==> src/hdl/cau_pkg.sv <==
`timescale 1ns / 1ps
// ----------------------------------------------------------------------------
// cau_pkg: complex arithmetic unit shared types
// Word formats, queue item, divider stage record and saturation helper.
// ----------------------------------------------------------------------------
package cau_pkg;

  localparam int WORD_BITS     = 32;
  localparam int FRAC_BITS     = 16;
  localparam int PROD_BITS     = 2 * WORD_BITS;
  localparam int SUM_BITS      = PROD_BITS + 2;
  localparam int MAG_BITS      = PROD_BITS + 1;
  localparam int REM_BITS      = MAG_BITS + WORD_BITS;
  localparam int FIFO_DEPTH    = 4;
  localparam int FIFO_PTR_BITS = $clog2(FIFO_DEPTH);

  typedef logic signed [WORD_BITS-1:0] word_t;

  localparam word_t WORD_MAX = {1'b0, {(WORD_BITS-1){1'b1}}};
  localparam word_t WORD_MIN = {1'b1, {(WORD_BITS-1){1'b0}}};

  typedef enum logic [1:0] {
    ACT_ADD = 2'd0,
    ACT_SUB = 2'd1,
    ACT_MUL = 2'd2,
    ACT_DIV = 2'd3
  } action_t;

  typedef struct packed {
    action_t action;
    logic    dz;
    word_t   a_re;
    word_t   a_im;
    word_t   b_re;
    word_t   b_im;
  } item_t;

  typedef struct packed {
    logic  ovf;
    word_t val;
  } sat_t;

  typedef struct packed {
    logic                 vld;
    logic                 is_div;
    logic                 dz;
    logic                 neg_re;
    logic                 neg_im;
    logic                 big_re;
    logic                 big_im;
    logic [REM_BITS-1:0]  rem_re;
    logic [REM_BITS-1:0]  rem_im;
    logic [MAG_BITS-1:0]  den;
    logic [WORD_BITS-1:0] q_re;
    logic [WORD_BITS-1:0] q_im;
    sat_t                 pass_re;
    sat_t                 pass_im;
  } div_stage_t;

  function automatic sat_t sat_mag(input logic neg, input logic [MAG_BITS-1:0] mag);
    sat_t                r;
    logic [MAG_BITS-1:0] lim_pos;
    logic [MAG_BITS-1:0] lim_neg;
    lim_pos = MAG_BITS'($unsigned(WORD_MAX));
    lim_neg = lim_pos + MAG_BITS'(1);
    r.ovf   = 1'b0;
    if (neg) begin
      if (mag > lim_neg) begin
        r.ovf = 1'b1;
        r.val = WORD_MIN;
      end else begin
        r.val = word_t'(-mag[WORD_BITS-1:0]);
      end
    end else begin
      if (mag > lim_pos) begin
        r.ovf = 1'b1;
        r.val = WORD_MAX;
      end else begin
        r.val = word_t'(mag[WORD_BITS-1:0]);
      end
    end
    return r;
  endfunction

endpackage

==> src/hdl/cau_front.sv <==
`timescale 1ns / 1ps
// ----------------------------------------------------------------------------
// cau_front: request intake
// Decodes the action, flags division by a zero operand and pushes the request.
// ----------------------------------------------------------------------------
module cau_front import cau_pkg::*; (
  input  logic       in_valid,
  input  logic [1:0] action,
  input  word_t      a_re,
  input  word_t      a_im,
  input  word_t      b_re,
  input  word_t      b_im,
  input  logic       q_full,
  output logic       in_stall,
  output logic       push,
  output item_t      item
);

  logic b_zero;

  assign b_zero   = (b_re == '0) && (b_im == '0);
  assign in_stall = q_full;
  assign push     = in_valid && !q_full;

  always_comb begin
    item.action = action_t'(action);
    item.dz     = (action_t'(action) == ACT_DIV) && b_zero;
    item.a_re   = a_re;
    item.a_im   = a_im;
    item.b_re   = b_re;
    item.b_im   = b_im;
  end

endmodule

==> config.mk <==
export PLATFORM = sky130hd
export DESIGN_NAME = cau_front
export DESIGN_NICKNAME = d
export VERILOG_FILES = /design/src/hdl/cau_pkg.sv /design/src/hdl/cau_front.sv
export SDC_FILE = /design/constraint.sdc
export NUM_CORES = 1
export LEC_CHECK = 0
export BUFFER_PORTS_ARGS = -buffer_cell sky130_fd_sc_hd__buf_2
export CORE_AREA = 2 2 102 104
export DETAILED_ROUTE_END_ITERATION = 12
export DIE_AREA = 0 0 104 106
export GPL_ROUTABILITY_DRIVEN = 1
export PLACE_DENSITY = 0.48
export SYNTH_ARGS = -nofsm -noshare
export SYNTH_HDL_FRONTEND = slang
export SYNTH_SLANG_ARGS = --single-unit
==> constraint.sdc <==
create_clock -name vclk -period 1.8
set_input_delay 0.36 -clock vclk [all_inputs]
set_output_delay 0.36 -clock vclk [all_outputs]
set_load 0.02 [all_outputs]
==> results.md <==
- The flow ran to the end, but the final reports show violations.
- The final reports fail on setup timing.
- The total half-perimeter wirelength after legalization and detailed placement is 2730 um.
- In this run the horizontal extent of the chip is 104 um.
- The number of antenna violations at the first check in global routing was 0.
- The die covers 11000 um^2.
- For the finished layout, the period the worst path requires is 1.96 ns.
- The headroom to the max-slew limit is 79.2%.
- The core region area is 10000 um^2.
- The critical path starts at b_im[10].
- Setup repair after global routing could not meet its margin everywhere.
- Along the worst path, the maximum fanout reaches 2.
- The worst setup margin is -0.158 ns.
- The sequential fraction of the synthesis area is 0%.
- The number of global-route vias before repair was 850.
- The total DRC errors in the routed layout is 0.
- The total count of hold-check failures in the final report is 0.
- The number of nets with antenna violations after detailed routing is 0.
- The combined global-route utilization of all metal layers is 4.51%.
- In this run the count of I/O pins placed on the die edge is 265.
- The final layout contains 299 nets.
- In this run the tool buffered the top-level ports with 137 buffer cells.
- Walking the worst path, the cells encountered are buf_2 -> nor4_1 -> nand4_1 -> or3_4 -> nor4_4 -> buf_4.
- Leaving out fill and tap cells, the most frequent cells in the layout are 133 x sky130_fd_sc_hd__buf_2, 10 x sky130_fd_sc_hd__nor4_1.
- The clock buffer instance count of the final layout is 0.
- The flip-flop and latch area is 0 um^2.
- The min-delay analysis places its worst path in the category in -> out.
- The data required time of the critical path is 1.44 ns.
- The total overflow left after global routing is 0.
- The cell area after layout is 1120 um^2.
- The total area of multi-input combinational cells is 223 um^2.
- The ratio of cells with drive above 1 in the final layout is 89.1%.
- The number of library cell types mapped by synthesis is 10.
- The global routing usage on met3 is 1.84%.
- The number of optimization iterations in the first detailed-route pass is 4.
- The synthesized design spends more area on one cell type than any other, namely sky130_fd_sc_hd__buf_4.
- The post-CTS repair timing setup buffer count is 0.
- Dividing the synthesized area by the synthesized cell count gives 7.28 um^2.
- For this configuration, the core starts out at a cell density of 11.4%.
- The worst-margin pin slew is 0.309 ns.
- Summing over every cut layer, the via total after detailed routing is 930.
- Leaving out fill and tap cells, the most frequent cell in the layout is sky130_fd_sc_hd__buf_2.
- For met2 alone, demand over resource in global routing was 8.79%.
- The number of buffers and inverters on the critical path is 2.
- The endpoint kind of the worst setup timing path is an output pin.
- The final count of pins violating max slew is 0.
- After floorplanning, the core was divided into 37 placement rows.
- Derived from the worst setup path, the maximum achievable clock frequency is 511 MHz.
- After detailed placement, the total cell area comes to 1040 um^2.
- During synthesis, Yosys emitted a total of 0 warnings.
- Relative to the synthesized area, the layout overhead comes to -2.19%.
- The per-cell via count in the routed design is 3.09.
- Max-cap violations in this run came to 0.
- The first-pass GRT wire length is 4020 um.
- For this design the ratio of total power to cell area is 270 nW/um^2.
- The layer flagged by global routing as most heavily used is met2.
- Entering global routing, the biggest net connects 3 pins.
- The synthesized design devotes to its leading area cell type 86.0% of total area.
- For met1 alone, demand over resource in global routing was 3.39%.
- In this run the static leakage power is 0.598 nW.
- The cell area that synthesis handed to floorplanning was 1140 um^2.
- For the worst setup path, the data arrival time is 1.60 ns.
- The kind of start point of the critical path is an input port.
- The final layout contains routed wiring with a total length of 3070 um.
- The ratio of final minimum period to clock period is 109%.
- Ranked by total cell area, the synthesized netlist is headed by sky130_fd_sc_hd__buf_4 86%, sky130_fd_sc_hd__nor4_1 8.2%, sky130_fd_sc_hd__nand4_1 1.6%.
- The final estimated routing congestion in global placement is 0.657.
- Across the VDD grid, the largest voltage drop is 0.0000467 V.
- In the final routed layout, each cell accounts on average for 10.2 um.
- The post-synth net total is 289.
- The cell count after synthesis is 157.
- The number of fill cells is 1157.
- The diode insertion count for antenna repair is 0.
- The total of endpoints with negative setup slack in the final report is 1.
- The critical path crosses 6 cells after its start point.
- Among all stages on the critical path, the largest delay is contributed by sky130_fd_sc_hd__or3_4.
- Following the worst setup path forward leads to its endpoint at item[128].
- The cell class contributing the biggest share of worst-path delay is simple AND/OR/NAND/NOR gates.
- The layout sequential cell count is 0.
- From bottom edge to top edge, the die measures 106 um.
- In this design, the stage delay of the slowest critical-path cell is 0.42 ns.
- The classification of the worst setup path is in -> out.
- The first routing iteration left 13 violations.
- The tightest hold margin is 0.720 ns.
what timing repair did:
item                       CTS  global route
setup endpoints to repair    1             1
gates resized for setup      7             7
hold buffers                 0             0
pin swaps                    1             1
hold endpoints to repair     0             0
power by group:
| group | internal [mW] | switching (mW) | total [mW] |
|---|---|---|---|
| clock network | 0 | 0 | 0 |
| registers | 0 | 0 | 0 |
| logic | 0.120 | 0.182 | 0.302 |
| total | 0.120 | 0.182 | 0.302 |
metrics by stage:
step	power (mW)	std cells	worst slack (ns)	utilization, %	TNS [ns]
floorplan	0.435	157	0.0480	-	0
finish	0.302	301	-0.158	11.2	-0.158
CTS	0.295	301	-0.202	10.8	-0.202
global placement	0.287	301	-0.301	10.4	-0.301
detailed placement	0.288	301	-0.324	10.4	-0.324
global route	0.320	301	-0.246	11.2	-0.246
how the worst min path moves through the flow:
stage                     startpoint   endpoint  slack, ns  cells past startpoint
after floorplan               q_full       push       0.80                      1
after global placement       a_re[8]  item[104]       0.72                      0
after detailed placement     a_re[8]  item[104]       0.72                      0
after CTS                    a_re[8]  item[104]       0.72                      0
after global routing        a_re[13]  item[109]       0.72                      0
final                        a_re[4]  item[100]       0.72                      0
layer usage:
metal	vias to the layer above	routed length, um
met2	115	1490
met4	0	252
met3	34	521
li1	400	-
met1	381	811
met5	-	0
cells in the mapped netlist:
library cell	count
sky130_fd_sc_hd__nand2_1	1
sky130_fd_sc_hd__nand3_1	1
sky130_fd_sc_hd__buf_4	131
sky130_fd_sc_hd__nor4_2	1
sky130_fd_sc_hd__nand4_1	3
sky130_fd_sc_hd__nand2_2	1
sky130_fd_sc_hd__nor4_1	15
sky130_fd_sc_hd__nor2_1	2
sky130_fd_sc_hd__nor2b_1	1
sky130_fd_sc_hd__or3_1	1
area by class of cell:
class                      count  share of cell area, %
multi-input combinational     26                   19.9
tap                          136                   15.2
timing repair buffer         139                   64.9
kinds of logic (layout without fill, tap and decap cells):
group | count (synthesis) | in the layout | share of synthesized area, %
buf+inv | 131 | 139 | 86.0
simple gates | 26 | 26 | 14.0
No activity file was read; power rests on OpenSTA's default activity.
