===== src/hdl/cau_pkg.sv =====
`timescale 1ns / 1ps
// ----------------------------------------------------------------------------
// cau_pkg: complex arithmetic unit shared types
// Word formats, queue item, divider stage record and saturation helper.
// ----------------------------------------------------------------------------
package cau_pkg;

  localparam int WORD_BITS     = 32;
  localparam int FRAC_BITS     = 16;
  localparam int PROD_BITS     = 2 * WORD_BITS;
  localparam int SUM_BITS      = PROD_BITS + 2;
  localparam int MAG_BITS      = PROD_BITS + 1;
  localparam int REM_BITS      = MAG_BITS + WORD_BITS;
  localparam int FIFO_DEPTH    = 4;
  localparam int FIFO_PTR_BITS = $clog2(FIFO_DEPTH);

  typedef logic signed [WORD_BITS-1:0] word_t;

  localparam word_t WORD_MAX = {1'b0, {(WORD_BITS-1){1'b1}}};
  localparam word_t WORD_MIN = {1'b1, {(WORD_BITS-1){1'b0}}};

  typedef enum logic [1:0] {
    ACT_ADD = 2'd0,
    ACT_SUB = 2'd1,
    ACT_MUL = 2'd2,
    ACT_DIV = 2'd3
  } action_t;

  typedef struct packed {
    action_t action;
    logic    dz;
    word_t   a_re;
    word_t   a_im;
    word_t   b_re;
    word_t   b_im;
  } item_t;

  typedef struct packed {
    logic  ovf;
    word_t val;
  } sat_t;

  typedef struct packed {
    logic                 vld;
    logic                 is_div;
    logic                 dz;
    logic                 neg_re;
    logic                 neg_im;
    logic                 big_re;
    logic                 big_im;
    logic [REM_BITS-1:0]  rem_re;
    logic [REM_BITS-1:0]  rem_im;
    logic [MAG_BITS-1:0]  den;
    logic [WORD_BITS-1:0] q_re;
    logic [WORD_BITS-1:0] q_im;
    sat_t                 pass_re;
    sat_t                 pass_im;
  } div_stage_t;

  function automatic sat_t sat_mag(input logic neg, input logic [MAG_BITS-1:0] mag);
    sat_t                r;
    logic [MAG_BITS-1:0] lim_pos;
    logic [MAG_BITS-1:0] lim_neg;
    lim_pos = MAG_BITS'($unsigned(WORD_MAX));
    lim_neg = lim_pos + MAG_BITS'(1);
    r.ovf   = 1'b0;
    if (neg) begin
      if (mag > lim_neg) begin
        r.ovf = 1'b1;
        r.val = WORD_MIN;
      end else begin
        r.val = word_t'(-mag[WORD_BITS-1:0]);
      end
    end else begin
      if (mag > lim_pos) begin
        r.ovf = 1'b1;
        r.val = WORD_MAX;
      end else begin
        r.val = word_t'(mag[WORD_BITS-1:0]);
      end
    end
    return r;
  endfunction

endpackage


===== src/hdl/cau_queue.sv =====
`timescale 1ns / 1ps
// ----------------------------------------------------------------------------
// cau_queue: request queue
// Short shift queue between intake and execution, head always in slot zero.
// ----------------------------------------------------------------------------
module cau_queue import cau_pkg::*; (
  input  logic  clk,
  input  logic  rst,
  input  logic  push,
  input  item_t wr_item,
  input  logic  pop,
  output logic  full,
  output logic  rd_vld,
  output item_t rd_item
);

  item_t                  slot [FIFO_DEPTH];
  logic [FIFO_PTR_BITS:0] cnt;
  logic [FIFO_PTR_BITS:0] cnt_next;
  logic [FIFO_PTR_BITS:0] wr_pos;

  assign full    = (cnt == (FIFO_PTR_BITS+1)'(FIFO_DEPTH));
  assign rd_vld  = (cnt != '0);
  assign rd_item = slot[0];
  assign wr_pos  = pop ? cnt - 1'b1 : cnt;

  always_comb begin
    cnt_next = cnt;
    if (push && !pop) begin
      cnt_next = cnt + 1'b1;
    end else if (pop && !push) begin
      cnt_next = cnt - 1'b1;
    end
  end

  always_ff @(posedge clk) begin
    if (rst) begin
      cnt <= '0;
    end else begin
      cnt <= cnt_next;
    end
  end

  always_ff @(posedge clk) begin
    if (pop) begin
      for (int i = 0; i < FIFO_DEPTH - 1; i++) begin
        slot[i] <= slot[i+1];
      end
    end
    if (push) begin
      slot[wr_pos[FIFO_PTR_BITS-1:0]] <= wr_item;
    end
  end

endmodule


===== config.mk =====
export PLATFORM = sky130hd
export DESIGN_NAME = cau_queue
export DESIGN_NICKNAME = d
export VERILOG_FILES = /design/src/hdl/cau_pkg.sv /design/src/hdl/cau_queue.sv
export SDC_FILE = /design/constraint.sdc
export NUM_CORES = 1
export LEC_CHECK = 0
export BUFFER_PORTS_ARGS = -buffer_cell sky130_fd_sc_hd__buf_4
export CAP_MARGIN = 20
export CORE_MARGIN = 1
export CORE_UTILIZATION = 45
export DETAILED_ROUTE_END_ITERATION = 8
export GPL_ROUTABILITY_DRIVEN = 1
export PLACE_DENSITY = 0.66
export SETUP_SLACK_MARGIN = 0.05
export SLEW_MARGIN = 10
export SYNTH_ARGS = -nofsm -noshare
export SYNTH_HDL_FRONTEND = slang
export SYNTH_SLANG_ARGS = --single-unit

===== constraint.sdc =====
create_clock -name clk -period 13.4 [get_ports clk]
set_clock_uncertainty 0.05 [all_clocks]
set_input_delay 2.01 -clock clk [delete_from_list [all_inputs] [get_ports clk]]
set_output_delay 2.01 -clock clk [all_outputs]
set_load 0.02 [all_outputs]

==> flow_summary.toml <==
[power]
p_switching_mw = 1.02
irDropWorstVdd_v = 0.000100
internal_power_mw = 3.22
cellPowerDensity_nw_per_um2 = 168
comb_power_share_pct = 15.7
fraction_of_power_consumed_by_sequential_logic_pct = 51.4
sw_frac_of_total_pct = 24.0
leakagePower_nw = 9.23
power_mw = 4.24
share_clk_of_total_power_pct = 32.9

[global_route]
first_global_vias = 10400
grt_antenna_before_repair = 2
grt_max_degree = 133
overflow = 0
wire_length_of_the_first_global_routing_pass_mm = 62.5
global_route.usage.total_pct = 17.4

[worst_setup_path]
critPathArrivalTime_ps = 5260
number_of_buffers_and_inverters_on_the_critical_path = 3
critical_path.most_common_cell = "buf_4"
crit_path_class = "primary input to flop"
cp_cell_sequence = "buf_4 -> nor2_1 -> a31o_4 -> buf_4 -> buf_4 -> mux2_2"
crit_path_max_fo = 47
worst_setup_path_start_kind = "primary input"
crit_family = "buffers and inverters"
timing.critical_path.slowest_cell_delay_ps = 850
required_time_reported_for_the_critical_path_endpoint_ps = 13670
crit_slowest_cell = "buf_4"
timing.critical_path.to_type = "flop"

[cells_and_area]
final_nets = 1428
mostFrequentLayoutCells = "edfxtp_1 (524), buf_4 (277), mux2_2 (219)"
layout.cells.most_common = "edfxtp_1"
final_layout_size_suffix_gt1_share_pct = 48.8
layoutNonFillerInstCount = 1928
syn_to_final_growth_pct = 20.1
antenna-diode-count = 0

[place]
placement.io_buffers = 267
placed_cells = 1831
gp_congestion = 0.733
hpwl_after_detailed_placement_mm = 23.3

[sta]
max_freq_ghz = 0.200
finalCritPeriodShare_pct = 37.2
drv_slew = 0
timing.hold.ws_ps = 453
period_needed_ps = 4990
setup_viol_count_final = 0
hold_viol_final = 0
setup_total_negative_slack_ps = 0
setup_repair_after_global_routing_missed_its_margin = "false"
slew_worst_pin_ps = 1050
slew_headroom_pct = 30.1

[clock_tree]
insertion_delay_ps = 580
htree_levels = 2
cts_hold_buffers = 0
post_cts_resize_count = 0
cts_made_buffers = 55
max-clock-path-buffers = 3
numClockSinks = 527
clockRootBuffer = "clkbuf_16"
clock_tree_from_tritoncts = "yes"
clk_pin_slew_ps = 60
cts_post_setup_buffers_inserted = 0

[status]
outcome = "complete, no violations"

[floorplanning]
num_io_pins = 268
floorplan.core_area_um2 = 45800
fp.dieW_um = 218
placement_rows = 78
dieHeight_um = 218
start_util_pct = 46.0
die_area_um2 = 47700

[yosys]
syn_area_um2 = 21100
synth_top_family_by_area = "multiplexers"
number_of_nets_in_the_synthesized_netlist = 1134
synth_top_area_share_pct = 74.7
post_synth.cell_area_avg_um2 = 21.2
mapped_cells = 995
synth.top_cells.by_area = "edfxtp_1 (75%), mux2_2 (12%), mux2_1 (5.6%)"
synth_mux_area_share_pct = 22.3
synth-adder-area-share_pct = 0.237
netlist-cell-type-count = 29
post_synth_and_or_nand_nor_area_fraction_pct = 0.410
postSynthRegisterBits = 527
yosysSeqAreaShare_pct = 74.9
synth_compound_area_share_pct = 0.255
synth_xor_xnor_area_share_pct = 0.0831
synthesis.yosys.warnings = 0
synth_area_leader_cell = "edfxtp_1"

[route]
ant_nets = 0
initialDrtViolationCount = 697
first_pass_iters = 4
detail_route.drc_violations = 0
route.vias.total = 10000
routed_wire_length_per_instance_um = 21.3
post_detailed_routing_wire_length_mm = 41.0
viasPerCell = 5.21

[worst_hold_path]
hp-class = "flop to flop"

[run]
drv.max_cap_violation_count = 0
logic make-up (layout without fill, tap and decap cells):
group                      count (synthesis)  count (layout)
adders and majority gates                  4               4
buffers and inverters                     47             380
DFF                                      527             527
muxes                                    395             395
xor gates and xnor gates                   2               2
and+or+nand+nor                           14              14
AOI/OAI and AO/OA                          6               6
layout make-up:
cell class	count	area, um^2
clock buffer	70	1430
clock inverter	26	176
sequential	527	15800
multi-input combinational	421	4970
timing repair buffer	281	2170
tap	600	751
fill	3577	20500
inverter	3	11.3
synthesized netlist by cell type (all sizes together):
library cell	instances
a21oi	1
xnor2	1
mux2i	2
nor2	3
and4	1
and2	1
a31o	1
edfxtp	524
nor3b	1
o21ai	1
nand2	2
ha	4
nor2b	1
buf	44
and4b	2
dfxtp	3
a41oi	1
or2	1
or3	1
nand2b	1
mux2	393
xor2	1
a31oi	2
inv	3
layer usage:
layer | vias to the layer above | wire, um | track usage [%]
met2 | 243 | 18900 | 26.6
met4 | 2 | 660 | 4.29
met1 | 5164 | 19000 | 24.9
met3 | 58 | 2450 | 4.26
met5 | - | 10 | 0
li1 | 4569 | - | -
stage by stage:
| stage | setup WS, ps | util [%] | cell area, um^2 |
|---|---|---|---|
| CTS | 8360 | 55.2 | 25300 |
| global placement | 7730 | 51.7 | 23600 |
| detailed placement | 7720 | 51.7 | 23700 |
| floorplan | 4680 | - | 21100 |
| global route | 8160 | 55.3 | 25300 |
| finish | 8410 | 55.3 | 25300 |
final timing paths:
check | start | to | slack (ps) | depth (start not counted)
setup reg to reg | cnt[0]$_SDFFE_PP0P_ | slot[0][4]$_DFFE_PP_ | 8950 | 7
hold / removal | cnt[2]$_SDFFE_PP0P_ | cnt[2]$_SDFFE_PP0P_ | 450 | 2
hold reg to reg | cnt[2]$_SDFFE_PP0P_ | cnt[2]$_SDFFE_PP0P_ | 450 | 2
setup / recovery | pop | slot[0][4]$_DFFE_PP_ | 8410 | 6
sequential cells by signal (all words and copies together), names as in the netlist:
register and flops:
cnt 3, slot 524
tightest hold or removal path: stages (launching register included):
cell	delay [ps]
dfxtp_1	320
o21ai_0	70
a21oi_1	60
power groups by stage:
stage | Combinational, mW | Sequential (mW) | Clock (mW)
floorplan | 0.348 | 2.30 | 0
global placement | 0.664 | 2.21 | 0
detailed placement | 0.678 | 2.22 | 0
CTS | 0.680 | 2.18 | 1.44
global route | 0.716 | 2.20 | 1.50
finish | 0.667 | 2.18 | 1.39
No activity file was read; power rests on OpenSTA's default activity.
